<file path="src/rtl/assert_macros.svh">
`ifndef ASSERT_MACROS_SVH
`define ASSERT_MACROS_SVH

// property that must hold at every clock edge outside reset
`define ASSERT_ALWAYS(label, prop, msg) \
    label: assert property (@(posedge clk) disable iff (!rst_n) (prop)) else $error(msg);

// implication checked at every clock edge outside reset
`define ASSERT_IMPLIES(label, cond, prop, msg) \
    label: assert property (@(posedge clk) disable iff (!rst_n) (cond) |-> (prop)) \
        else $error(msg);

// implication whose consequence is checked in the cycle after the condition
`define ASSERT_NEXT(label, cond, prop, msg) \
    label: assert property (@(posedge clk) disable iff (!rst_n) (cond) |=> (prop)) \
        else $error(msg);

`endif

</file>
<file path="src/rtl/ilir_pkg.sv">
package ilir_pkg;

    localparam int CAPACITY_DEFAULT  = 64;
    localparam int WORD_BITS_DEFAULT = 32;

    localparam int OP_BITS     = 2;
    localparam int POS_BITS    = 6;
    localparam int VALUE_BITS  = 32;
    localparam int LENGTH_BITS = 7;
    localparam int STATUS_BITS = 2;
    localparam int EXT_BITS    = 64;

    typedef enum logic [OP_BITS-1:0] {
        OP_APPEND = 2'd0,
        OP_INSERT = 2'd1,
        OP_REMOVE = 2'd2,
        OP_GET    = 2'd3
    } op_t;

    typedef enum logic [STATUS_BITS-1:0] {
        ST_DONE  = 2'd0,
        ST_FULL  = 2'd1,
        ST_RANGE = 2'd2
    } status_t;

    // command broadcast to every cell
    typedef struct packed {
        logic insert_en;
        logic remove_en;
    } cell_cmd_t;

endpackage

</file>
<file path="src/rtl/ilir_cell.sv">
module ilir_cell
    import ilir_pkg::*;
#(
    parameter int INDEX     = 0,
    parameter int CNT_BITS  = 7,
    parameter int WORD_BITS = WORD_BITS_DEFAULT
)
(
    input  logic                 clk,
    input  cell_cmd_t            cmd,
    input  logic [CNT_BITS-1:0]  wr_pos,
    input  logic [CNT_BITS-1:0]  rd_pos,
    input  logic [WORD_BITS-1:0] data_in,
    input  logic [WORD_BITS-1:0] left_word,
    input  logic [WORD_BITS-1:0] right_word,
    output logic [WORD_BITS-1:0] word,
    output logic [WORD_BITS-1:0] tap
);

    localparam logic [CNT_BITS-1:0] MY_INDEX = CNT_BITS'(INDEX);

    logic [WORD_BITS-1:0] word_reg;
    logic [WORD_BITS-1:0] word_next;

    always_comb
    begin
        word_next = word_reg;
        if (cmd.insert_en)
        begin
            if (MY_INDEX == wr_pos)
            begin
                word_next = data_in;
            end
            else if (MY_INDEX > wr_pos)
            begin
                word_next = left_word;
            end
        end
        else if (cmd.remove_en)
        begin
            if (MY_INDEX >= rd_pos)
            begin
                word_next = right_word;
            end
        end
    end

    always_ff @(posedge clk)
    begin
        word_reg <= word_next;
    end

    assign word = word_reg;
    assign tap  = (MY_INDEX == rd_pos) ? word_reg : '0;

endmodule

</file>
<file path="config.mk">
export PLATFORM = sky130hd
export DESIGN_NAME = ilir_cell
export DESIGN_NICKNAME = d
export VERILOG_FILES = /design/src/rtl/assert_macros.svh /design/src/rtl/ilir_pkg.sv /design/src/rtl/ilir_cell.sv
export SDC_FILE = /design/constraint.sdc
export NUM_CORES = 1
export LEC_CHECK = 0
export BUFFER_PORTS_ARGS = -buffer_cell sky130_fd_sc_hd__buf_2
export CAP_MARGIN = 20
export CORE_UTILIZATION = 34
export DETAILED_ROUTE_END_ITERATION = 8
export PLACE_DENSITY_LB_ADDON = 0.08
export RECOVER_POWER = 25
export SLEW_MARGIN = 20
export SYNTH_ARGS = -nofsm -noshare
export SYNTH_HDL_FRONTEND = slang
export SYNTH_SLANG_ARGS = --single-unit
</file>
<file path="constraint.sdc">
create_clock -name clk -period 1.95 [get_ports clk]
set_input_delay 0.195 -clock clk [delete_from_list [all_inputs] [get_ports clk]]
set_output_delay 0.195 -clock clk [all_outputs]
set_load 0.02 [all_outputs]
</file>
==> impl_metrics.py <==
metrics = {
    "run_status": {
        "status": "complete, no violations",
    },
    "final_layout": {
        "syn2layout_area_growth_pct": 52.0,
        "multiInputGateArea_um2": 967,
        "layout_commonest_cell": "buf_2",
        "fill_cells": 559,
        "register_area_um2": 961,
        "num_antenna_cells": 0,
        "drive_gt1_share_pct": 49.2,
        "layout.nets": 509,
        "largest_reg_flops": 32,
        "final_cell_area_um2": 3040,
    },
    "worst_setup_path": {
        "cp_slowest_cell": "or4_4",
        "crit_path_max_fanout": 18,
        "worstPathArrival_ps": 1600,
        "crit_end": "tap[2]",
        "cpMostUsedCell": "buf_2",
        "crit_buf_inv": 3,
        "worstPathRequired_ps": 1750,
        "cp.depth": 6,
        "crit_path_start_kind": "primary input",
        "crit_start": "rd_pos[2]",
        "crit_chain": "buf_2 -> or4_4 -> nor4_4 -> buf_4 -> and2_2 -> buf_2",
        "endpoint_kind": "output port",
        "worstSetupPathType": "in2out",
        "critPathMaxStageDelay_ps": 530,
        "path_delay_family": "simple AND/OR/NAND/NOR gates",
    },
    "timing": {
        "finalHoldViolations": 0,
        "setup_viol": 0,
        "fin_hold_ws_ps": 233,
        "tns_ps": 0,
        "rsz0062_at_grt": "false",
        "period_minus_slack_ps": 1800,
        "worstMarginPinSlew_ps": 393,
        "finalCritPeriodShare_pct": 92.3,
        "slew_headroom_pct": 73.8,
        "finalMaxSlewViolations": 0,
        "worst_slack_ps": 151,
        "fmax_mhz": 556,
    },
    "grt": {
        "track_usage_pct": 22.4,
        "grt_pass1_wl_um": 10600,
        "overflow": 0,
        "first_global_vias": 2156,
        "grt_max_degree": 39,
        "grt_antenna_before_repair": 0,
    },
    "power_and_ir_drop": {
        "ir_worst_vdd_uv": 276,
        "p_leak_uw": 0.00137,
        "finalPower_uw": 1500,
        "powerDensity_nw_per_um2": 493,
    },
    "placement": {
        "placed_area_um2": 3010,
        "hpwlAfterDp_um": 5010,
        "place.gp.congestion": 0.789,
        "io_buffer_count": 176,
        "dpl_worst_slack_ps": 146,
    },
    "detailed_routing": {
        "antenna_left": 0,
        "drt_iter0_markers": 109,
        "vias_per_cell": 5.10,
        "first_pass_iters": 4,
        "vias": 2388,
        "wirelength_um": 6870,
        "wl_per_cell_um": 14.7,
        "drc_errors": 0,
    },
    "synth": {
        "ys_seq_area_share_pct": 48.0,
        "synth.ff_latch_count": 32,
        "synth.cell_area_um2": 2000,
        "synth_area_leaders": "edfxtp_1 48%, and2_2 11%, a31oi_1 10%",
        "synth_cell_types": 19,
        "syn_avg_cell_area_um2": 9.01,
        "syn-num-nets": 335,
        "synth_top_area_share_pct": 48.0,
        "syn_inst": 222,
        "yosysTopAreaCell": "edfxtp_1",
        "ys_warn_count": 0,
    },
    "clock_tree": {
        "cts-resized-gates": 0,
        "clock-sinks": 32,
        "cts_tree": "built",
        "cts_buffers": 5,
        "cts_setup_buffers": 0,
        "ctsHoldBuffers": 0,
        "clk_path_buf_depth": 2,
        "cts_root_buf": "clkbuf_8",
        "htree_levels": 2,
        "clkTransAtPathRegs_ps": 60,
    },
    "floorplanning": {
        "start_util_pct": 35.9,
        "die_w_um": 78.7,
        "die_h_um": 78.7,
        "core_area_um2": 5570,
        "dieArea_um2": 6200,
        "core.rowCount": 27,
        "ios": 177,
    },
    "min_path": {
        "worstHoldStart": "right_word[5]",
        "hold_class": "in2reg",
    },
    "run": {
        "cap_violations": 0,
    },
}
-- routing by layer --
layer  wire [um]  vias up  part of all wire [%]  track usage [%]
li1            -     1166                     -                -
met1        2730     1099                    40             27.1
met2        3520      119                    51             39.8
met3         556        4                   8.1             4.02
met4          65        0                  0.95             7.41
met5           0        -                     0                0
-- metrics by stage --
| step | instances | utilization, % |
|---|---|---|
| after floorplan | 222 | - |
| after global placement | 461 | 53.9 |
| after detailed placement | 461 | 53.9 |
| after CTS | 468 | 55.3 |
| after global routing | 468 | 54.6 |
| final | 468 | 54.6 |
-- power by group --
group	total, uW	internal [uW]	leakage, uW	switching [uW]
sequential	769	767	0.000298	1.85
clock	461	235	0.0000391	226
combinational	268	133	0.00104	136
-- area by class of cell --
type / instances / share of cell area, %
multi-input cells: 168 / 31.8
flip-flops and latches: 32 / 31.6
repair buffers: 188 / 31.0
well taps: 72 / 2.96
clock buffers: 5 / 2.26
clock inverters: 2 / 0.247
inverters: 1 / 0.123
-- worst min-delay path by stage --
stage	endpoint	slack [ps]	depth (start not counted)
6_report	word[5]	230	3
3_5_place_dp	word[21]	520	3
5_1_grt	word[5]	240	3
4_1_cts	word[21]	220	3
2_1_floorplan	word[0]	420	2
3_3_place_gp	word[13]	520	3
-- cells by family after synthesis --
family / Yosys count / share of synthesized area [%]
AO/OA/AOI/OAI: 91 / 25.0
buffers and inverters: 22 / 4.31
flip-flops: 32 / 48.0
AND/OR/NAND/NOR: 77 / 22.7
-- cell usage after synthesis --
master     n
inv_2      1
or3_1      1
clkbuf_1  17
buf_1      1
a31oi_1   32
a31o_2     1
nor2_1    32
nor3_1     2
and2_2    28
or4_1      1
a21oi_1   26
nor4_4     1
nand3_1    6
o21ai_0   32
and2_1     4
nor4_2     1
edfxtp_1  32
clkbuf_2   3
or4_4      1
Power figures use the tool's default switching activity.
